$ cat src/rtl/slr_pkg.sv
// shared types and constants for the multichannel motor slew limiter
// used by slr_step_unit and multichannel_motor_slew_limiter
`timescale 1ns / 1ps

package slr_pkg;

    localparam int CH_W         = 4;
    localparam int SPEED_W      = 8;
    localparam int REQ_W        = 10;
    localparam int STEP_W       = 7;
    localparam int CHANNELS_DEF = 10;

    localparam logic signed [SPEED_W-1:0] SPEED_MAX  = 8'sd127;
    localparam logic signed [SPEED_W-1:0] SPEED_MIN  = -8'sd127;
    localparam logic [STEP_W-1:0]         STEP_RESET = 7'd10;

    // input item kinds carried on s_tuser
    localparam logic OP_REQUEST = 1'b0;
    localparam logic OP_TICK    = 1'b1;

    typedef struct packed {
        logic signed [SPEED_W-1:0] target;
        logic signed [SPEED_W-1:0] current;
        logic                      slewing;
    } chan_t;

    typedef struct packed {
        logic signed [SPEED_W-1:0] current;
        logic                      slewing;
    } chan_upd_t;

    // saturate a request speed to the legal drive range
    function automatic logic signed [SPEED_W-1:0] clamp_speed(
        input logic signed [REQ_W-1:0] v
    );
        logic signed [SPEED_W-1:0] r;
        if (v > REQ_W'(SPEED_MAX)) begin
            r = SPEED_MAX;
        end else if (v < REQ_W'(SPEED_MIN)) begin
            r = SPEED_MIN;
        end else begin
            r = v[SPEED_W-1:0];
        end
        return r;
    endfunction

endpackage

$ cat src/rtl/slr_step_unit.sv
// shared add/compare unit: one slew step for one channel
// depends on slr_pkg
`timescale 1ns / 1ps

module slr_step_unit (
    input  slr_pkg::chan_t                     chan_in,
    input  logic [slr_pkg::STEP_W-1:0]         step,
    output slr_pkg::chan_upd_t                 chan_out
);
    import slr_pkg::*;

    localparam int EXT_W = SPEED_W + 2;

    logic signed [EXT_W-1:0] tgt_ext;
    logic signed [EXT_W-1:0] cur_ext;
    logic signed [EXT_W-1:0] step_ext;
    logic signed [EXT_W-1:0] up_val;
    logic signed [EXT_W-1:0] dn_val;

    assign tgt_ext  = EXT_W'(chan_in.target);
    assign cur_ext  = EXT_W'(chan_in.current);
    assign step_ext = $signed({{(EXT_W-STEP_W){1'b0}}, step});
    assign up_val   = cur_ext + step_ext;
    assign dn_val   = cur_ext - step_ext;

    always_comb begin
        chan_out.current = chan_in.current;
        chan_out.slewing = chan_in.slewing;
        if (chan_in.slewing) begin
            if (tgt_ext > cur_ext) begin
                if (up_val > tgt_ext) begin
                    chan_out.current = chan_in.target;
                    chan_out.slewing = 1'b0;
                end else begin
                    chan_out.current = up_val[SPEED_W-1:0];
                end
            end else if (tgt_ext < cur_ext) begin
                if (dn_val < tgt_ext) begin
                    chan_out.current = chan_in.target;
                    chan_out.slewing = 1'b0;
                end else begin
                    chan_out.current = dn_val[SPEED_W-1:0];
                end
            end else begin
                chan_out.slewing = 1'b0;
            end
        end
    end

endmodule

$ cat src/rtl/multichannel_motor_slew_limiter.sv
// Multichannel motor slew limiter, top level.
// Channels: s_ stream takes requests and ticks; s_tuser is the kind
// (0 = speed request, 1 = tick). A request stores a clamped target speed
// for channel 1..CHANNELS and starts slewing it; other channel numbers are
// dropped. A request gives no result.
// A tick visits the channels in order, one channel per cycle through the
// shared step unit while the result register is free, and sends one m_
// transfer per channel with m_tlast on the final one. Accepting the tick
// moves the state register to run; each result is then registered from
// the step unit. The walk is paced by the one read-modify-write port into
// the per-channel registers.
// s_tready is low while a tick is being walked. When the receiver stalls,
// the result register holds and the walk waits on it.
// cfg_we writes slew_step from cfg_wdata; write it only while idle.
// Reset (aresetn low, synchronous) zeroes all speeds and flags, sets
// slew_step to 10 and empties the result register.
`timescale 1ns / 1ps

module multichannel_motor_slew_limiter #(
    parameter int CHANNELS = slr_pkg::CHANNELS_DEF
) (
    input  logic                          aclk,
    input  logic                          aresetn,
    input  logic                          s_tvalid,
    output logic                          s_tready,
    input  logic [15:0]                   s_tdata,   // channel[3:0], requested_speed[13:4]
    input  logic                          s_tuser,   // opcode
    output logic                          m_tvalid,
    input  logic                          m_tready,
    output logic [15:0]                   m_tdata,   // out_channel[3:0], drive_speed[11:4]
    output logic                          m_tlast,
    input  logic                          cfg_we,
    input  logic [slr_pkg::STEP_W-1:0]    cfg_wdata
);
    import slr_pkg::*;

    localparam int IDX_W = (CHANNELS > 1) ? $clog2(CHANNELS) : 1;

    localparam logic ST_IDLE = 1'b0;
    localparam logic ST_RUN  = 1'b1;

    logic                      state_reg, state_next;
    logic [IDX_W-1:0]          cnt_reg;
    logic [STEP_W-1:0]         slew_step_reg;
    logic signed [SPEED_W-1:0] target_reg  [CHANNELS];
    logic signed [SPEED_W-1:0] current_reg [CHANNELS];
    logic [CHANNELS-1:0]       slewing_reg;

    logic                      m_tvalid_reg;
    logic [15:0]               m_tdata_reg;
    logic                      m_tlast_reg;

    logic [CH_W-1:0]           req_ch;
    logic signed [REQ_W-1:0]   req_speed;
    logic                      req_ok;
    logic [IDX_W-1:0]          req_idx;
    logic                      s_xfer;
    logic                      do_req;
    logic                      do_tick;
    logic                      out_free;
    logic                      step_en;
    logic                      at_last;
    logic [CH_W-1:0]           ch_num;

    chan_t                     unit_in;
    chan_upd_t                 unit_out;

    assign req_ch    = s_tdata[CH_W-1:0];
    assign req_speed = $signed(s_tdata[CH_W+REQ_W-1:CH_W]);
    assign req_ok    = (req_ch != '0) && ({1'b0, req_ch} <= (CH_W+1)'(CHANNELS));
    assign req_idx   = IDX_W'(req_ch - CH_W'(1));

    assign s_tready  = (state_reg == ST_IDLE);
    assign s_xfer    = s_tvalid && s_tready;
    assign do_req    = s_xfer && (s_tuser == OP_REQUEST) && req_ok;
    assign do_tick   = s_xfer && (s_tuser == OP_TICK);

    assign out_free  = !m_tvalid_reg || m_tready;
    assign step_en   = (state_reg == ST_RUN) && out_free;
    assign at_last   = (cnt_reg == IDX_W'(CHANNELS - 1));
    // channel 16 wraps to 0 in the 4-bit field
    assign ch_num    = CH_W'(cnt_reg) + CH_W'(1);

    assign unit_in.target  = target_reg[cnt_reg];
    assign unit_in.current = current_reg[cnt_reg];
    assign unit_in.slewing = slewing_reg[cnt_reg];

    slr_step_unit u_step (
        .chan_in  (unit_in),
        .step     (slew_step_reg),
        .chan_out (unit_out)
    );

    always_comb begin
        state_next = state_reg;
        case (state_reg)
            ST_IDLE: begin
                if (do_tick) begin
                    state_next = ST_RUN;
                end
            end
            ST_RUN: begin
                if (step_en && at_last) begin
                    state_next = ST_IDLE;
                end
            end
            default: state_next = ST_IDLE;
        endcase
    end

    always_ff @(posedge aclk) begin
        if (!aresetn) begin
            state_reg     <= ST_IDLE;
            cnt_reg       <= '0;
            slew_step_reg <= STEP_RESET;
            slewing_reg   <= '0;
            m_tvalid_reg  <= 1'b0;
            for (int i = 0; i < CHANNELS; i++) begin
                target_reg[i]  <= '0;
                current_reg[i] <= '0;
            end
        end else begin
            state_reg <= state_next;
            if (cfg_we) begin
                slew_step_reg <= cfg_wdata;
            end
            if (do_tick) begin
                cnt_reg <= '0;
            end
            if (do_req) begin
                target_reg[req_idx]  <= clamp_speed(req_speed);
                slewing_reg[req_idx] <= 1'b1;
            end
            // one channel per cycle through the step unit, while the result register is free
            if (step_en) begin
                current_reg[cnt_reg] <= unit_out.current;
                slewing_reg[cnt_reg] <= unit_out.slewing;
                m_tvalid_reg         <= 1'b1;
                cnt_reg              <= cnt_reg + IDX_W'(1);
            end else if (m_tvalid_reg && m_tready) begin
                m_tvalid_reg <= 1'b0;
            end
        end
    end

    always_ff @(posedge aclk) begin
        if (step_en) begin
            m_tdata_reg <= {4'b0000, unit_out.current, ch_num};
            m_tlast_reg <= at_last;
        end
    end

    assign m_tvalid = m_tvalid_reg;
    assign m_tdata  = m_tdata_reg;
    assign m_tlast  = m_tlast_reg;

endmodule

$ cat config.mk
export PLATFORM = sky130hd
export DESIGN_NAME = multichannel_motor_slew_limiter
export DESIGN_NICKNAME = d
export VERILOG_FILES = /design/src/rtl/slr_pkg.sv /design/src/rtl/slr_step_unit.sv /design/src/rtl/multichannel_motor_slew_limiter.sv
export SDC_FILE = /design/constraint.sdc
export NUM_CORES = 1
export LEC_CHECK = 0
export BUFFER_PORTS_ARGS = -buffer_cell sky130_fd_sc_hd__buf_2
export CORE_MARGIN = 2
export CORE_UTILIZATION = 45
export DETAILED_ROUTE_END_ITERATION = 12
export PLACE_DENSITY_LB_ADDON = 0.2
export SYNTH_ARGS = -nofsm -noshare
export SYNTH_HDL_FRONTEND = slang
export SYNTH_SLANG_ARGS = --single-unit
$ cat constraint.sdc
create_clock -name aclk -period 8.3 [get_ports aclk]
set_input_delay 0.83 -clock aclk [delete_from_list [all_inputs] [get_ports aclk]]
set_output_delay 0.83 -clock aclk [all_outputs]
set_load 0.01 [all_outputs]
After elaboration in Yosys (flattened, before gate mapping) --
Memories as Yosys holds them, arrays and structs flattened. A register that Yosys moved wholly into a read port is not among the register bits. Cells that the tools add are included. W data, S select, Z words.
Word-level totals: flip-flop bits (word level) 36, bits of input ports 29, output and inout port bits 19, RAM bits 160, logic and storage cells 91, memories 2
Memory list:
- current_reg | depth 10, bits a word 8, read ports 1, clocked after Yosys merged registers in 1, write ports 10, RTL line multichannel_motor_slew_limiter.sv:46 | logic signed [SPEED_W-1:0] current_reg [CHANNELS];
- target_reg | depth 10, bits a word 8, read ports 1, clocked after Yosys merged registers in 1, write ports 10, RTL line multichannel_motor_slew_limiter.sv:45 | logic signed [SPEED_W-1:0] target_reg [CHANNELS];
Operators by class: add/sub/neg operators 4, magnitude comparators 11, reductions and logical operators 17, muxes and demuxes 46, bitwise logic cells 3, eq/ne operators 1
Operators by type and width (number):
- $mux W8 | 9
- $mux W4 | 8
- $mux W10 | 3
- $mux W1 | 19
- $mux W9 | 2
- $reduce_or A8 Y1 | 2
- $bwmux W10 | 1
- $gt A10 B8 Y1 const B | 1
- $logic_and A1 B1 Y1 | 10
- $lt A10 B8 Y1 const B | 1
- $lt A4 B5 Y1 const B | 2
- $or A10 B10 Y10 | 1
- $add A8 B8 Y9 | 1
- $gt A9 B8 Y1 | 1
- $lt A9 B8 Y1 | 1
- $sub A8 B8 Y9 | 1
- $demux W1 S4 | 2
- $ge A4 B1 Y1 const B | 2
- $gt A8 B8 Y1 | 1
- $lt A8 B8 Y1 | 1
- $add A4 B1 Y4 const B | 1
- $bmux W1 S4 | 1
- $eq A4 B4 Y1 const B | 1
- $le A4 B4 Y1 const B | 1
- 7 further kinds | 9

Logic depth before layout (Yosys ltp) --
depth after elaboration 10, depth in mapped cells 23, mapped depth without buffers 19

Modules after synthesis --
A second synthesis with hierarchy kept.
Unflattened totals: cells, all modules 1091, area total of the unflattened synthesis 14581.5 µm²
By module, submodules not included:
- multichannel_motor_slew_limiter | cells each 868, area an instance 12974.9 µm², times used 1, sequential area each 8618.3 µm²
- slr_step_unit | cells each 223, area an instance 1606.5 µm², times used 1, sequential area each 0.0 µm²

Worst setup path before layout --
No wires, ideal clock.
kind register to register, start reg (tool-made name), end mem current_reg[10][6] (data pin), path slack 2.713 ns, buffers on the path 4, library setup time 0.276 ns, stages on the path, launching flop included 21, data arrival time 5.312 ns, path through dfxtp_1 -> buf_2 -> buf_2 -> buf_1 -> mux4_2 -> mux4_2 -> ha_1 -> fa_1 -> nand2b_1 -> a221oi_1 -> or4_1 -> o311ai_1 -> ha_1 -> a22oi_1 -> nand3_1 -> o211a_2 -> a21oi_1 -> mux2_2 -> a222oi_1 -> buf_4 -> nor2_2
RTL lines (RTL line):
- to (decl) | multichannel_motor_slew_limiter.sv:46

==> impl_metrics.ini <==
[clock_network]
worstSkewPairLatency_ps = 520
cts.sinks = 296
post_cts_resized = 0
h-tree-depth = 2
clk_path_buf_depth = 3
cts_setup_buffers = 0
cts_made_buffers = 34
root_buffer = clkbuf_16
clk_pin_slew_ps = 60
cts-hold-fix-buffers = 0
cts_tree = done

[setup_path]
cp_num_cells = 16
worstSetupEndpoint = current_reg[13][6]
ff2ff_path_depth = 16
crit_arrival_ps = 6820
path_buf_inv = 1
crit_path_max_incr_delay_ps = 980
startpoint_type = flip-flop
reg2reg_slack_ps = 1690
crit_type = reg2reg
crit_chain = mux4_2 > mux4_2 > ha_1 > nor2b_1 > o311ai_0 > a21oi_1 > xnor2_1 > ha_1 > nand4_1 > or2_2 > o211a_2 > a21oi_1 > mux2_2 > a222oi_1 > buf_4 > nor2_2
regToRegEndpoint = current_reg[13][6]
crit_path_max_fanout = 44
cpLargestDelayFamily = compound AO/OA/AOI/OAI gates
critPathCaptureType = flip-flop
slowest_stage = dfxtp_4
cp.required_ps = 8510

[place]
io_buffers = 41
hpwl_mm = 23.3
gp_congestion = 0.879

[pwr]
vdd_drop_max_uv = 158
power_frac_seq_pct = 48.1
p_int_mw = 2.63
netSwitchingPower_mw = 0.881
total_power_mw = 3.51
p_per_area_nw_per_um2 = 220
pwr-share-clk_pct = 39.1
switching_share_pct = 25.1
p_comb_share_pct = 12.9
leakagePower_nw = 5.80

[min_path]
holdPathStages = 2
hold_class = reg2reg

[sta]
whs_ps = 514
finalHoldViolations = 0
drv_slew = 0
max_freq_mhz = 151
finalSetupTns_ps = 0
rsz0062_at_grt = false
max_slew_margin_pct = 27.8
skew_ps = 17.5
period_share_pct = 79.7
period_minus_slack_ps = 6610
tightest_slew_ps = 1070
finalSetupViolCount = 0

[floorplanning]
fp.dieW_um = 183
dieArea_um2 = 33400
start_util_pct = 45.6
die_h_um = 183
row_count = 65
core_area_um2 = 31500
ios = 48

[grt]
grt_pass1_vias = 8852
grt_max_degree = 50
antenna_found_initial = 0
grt_use_total_pct = 20.3
grt_pass1_wl_mm = 51.3
gr-total-overflow = 0

[cells_and_area]
drive_above_1_share_pct = 19.5
num-fill-cells = 2738
multi_input_area_um2 = 5290
final_util_pct = 50.8
antenna_cells = 0
area.sequential_um2 = 8620
syn2layout_area_growth_pct = 11.3
nets = 1189

[run_status]
outcome = completed

[route]
routedWlPerCell_um = 21.5
drt_drc_violations_left = 0
drtAntennaViolNets = 0
vias_per_cell = 5.75
routed_wl_mm = 33.0
vias = 8808
drt-initial-drc-count = 759
drtPass1Iterations = 5

[synth]
async_flop_share_pct = 0
yosys.area.top_type = edfxtp_1
netlist_area_um2 = 14400
yosysUniqueCellTypes = 74
synth_warnings = 0
synth-edff-count = 269
syn_inst = 1063
synth.area.top_cells = edfxtp_1 (56%), mux4_2 (11%), nor2_1 (4.5%)
avgSynthCellArea_um2 = 13.5
synth_top_area_share_pct = 56.3
synth_seq_cells = 296
ys.flop_type = edfxtp_1
seq_area_frac_synth_pct = 60.0

[flow_run]
maxCapViolCount = 0
==> Yosys cell counts (7+ instances only) <==
| cell | n |
|---|---|
| edfxtp_1 | 269 |
| nor2_1 | 172 |
| nand2_1 | 79 |
| mux4_2 | 73 |
| ha_1 | 51 |
| inv_1 | 44 |
| dfxtp_1 | 27 |
| clkbuf_1 | 24 |
| nor3_1 | 24 |
| a21oi_1 | 19 |
| nand3_1 | 17 |
| o21ai_0 | 17 |
| nor2b_1 | 16 |
| buf_2 | 15 |
| mux2i_1 | 15 |
| a22oi_1 | 13 |
| nand2b_1 | 12 |
| a31oi_1 | 11 |
| xnor2_1 | 11 |
| inv_2 | 10 |
| nor2_2 | 9 |
| o211a_1 | 9 |
| and2_1 | 7 |
| o21ai_1 | 7 |
==> worst min path at each step <==
stage                           from                to  slack (ps)
finish              slew_step_reg[3]  slew_step_reg[3]         510
global route            cfg_wdata[1]  slew_step_reg[1]         550
CTS                 slew_step_reg[3]  slew_step_reg[3]         520
detailed placement  slew_step_reg[3]  slew_step_reg[3]         510
global placement    slew_step_reg[3]  slew_step_reg[3]         500
floorplan           slew_step_reg[3]  slew_step_reg[3]         480
==> kinds of logic (layout without fill, tap and decap cells) <==
family                   count (synthesis)  in the layout  share of synthesized area, %
AO/OA/AOI/OAI                          124            124                          6.26
XOR/XNOR                                13             13                         0.793
adder cells (fa/ha/maj)                 53             53                          4.72
buffers and inverters                  111            176                          3.52
flip-flops                             296            296                          60.0
multiplexers                            97             97                          13.2
other                                    1              4                        0.0261
AND/OR/NAND/NOR                        368            368                          11.5
==> through the flow <==
step / std cells / setup WS [ps] / cell area, um^2
6_report: 1533 / 1690 / 16000
5_1_grt: 1533 / 1200 / 16000
4_1_cts: 1533 / 1580 / 16000
3_5_place_dp: 1473 / 1610 / 15000
3_3_place_gp: 1473 / 1670 / 15000
2_1_floorplan: 1066 / 2710 / 14400
==> worst min-delay path, cell delays in order (launching register included) <==
cell and delay (ps):
dfxtp_1 310, inv_1 70, o211ai_1 80
==> routing by layer <==
metal | up-vias | wire [um] | global-route usage (%)
li1 | 4088 | - | -
met1 | 4419 | 13800 | 26.8
met2 | 241 | 16400 | 34.3
met3 | 60 | 1770 | 3.33
met4 | 0 | 991 | 7.13
met5 | - | 0 | 0
==> power groups by stage <==
stage               combinational (mW)  sequential [mW]  clock (mW)
floorplan                        0.335             1.70           0
global placement                 0.445             1.72           0
detailed placement               0.450             1.72           0
CTS                              0.452             1.69        1.41
global route                     0.497             1.69        1.46
finish                           0.452             1.69        1.37
==> layout make-up <==
| type | count | share of cell area (%) |
|---|---|---|
| repair buffers | 61 | 2.22 |
| clock inverters | 15 | 0.556 |
| multi-input cells | 659 | 33.1 |
| flip-flops and latches | 296 | 53.9 |
| inverters | 55 | 1.29 |
| clock buffers | 45 | 5.78 |
| well taps | 402 | 3.15 |
==> cells in the final DEF (no fill, tap or decap), types with 4 or more instances in the layout <==
cell	synthesis	layout
a21o_1	4	4
a21oi_1	19	19
a222oi_1	5	5
a22oi_1	13	13
a31oi_1	11	11
and2_1	7	7
and3_1	6	6
buf_2	15	41
buf_4	6	20
clkbuf_1	24	9
clkbuf_16	0	35
clkinv_1	1	7
clkinv_2	0	5
conb_1	1	4
dfxtp_1	27	25
edfxtp_1	269	269
ha_1	51	51
inv_1	44	44
inv_2	10	10
mux2_2	6	6
mux2i_1	15	15
mux4_2	73	73
nand2_1	79	79
nand2b_1	12	12
nand3_1	17	17
nand4_1	6	6
nor2_1	172	172
nor2_2	9	9
nor2b_1	16	16
nor3_1	24	23
o211a_1	9	9
o211ai_1	6	6
o21ai_0	17	16
o21ai_1	7	8
xnor2_1	11	11
(Power assumes the default switching activity.)
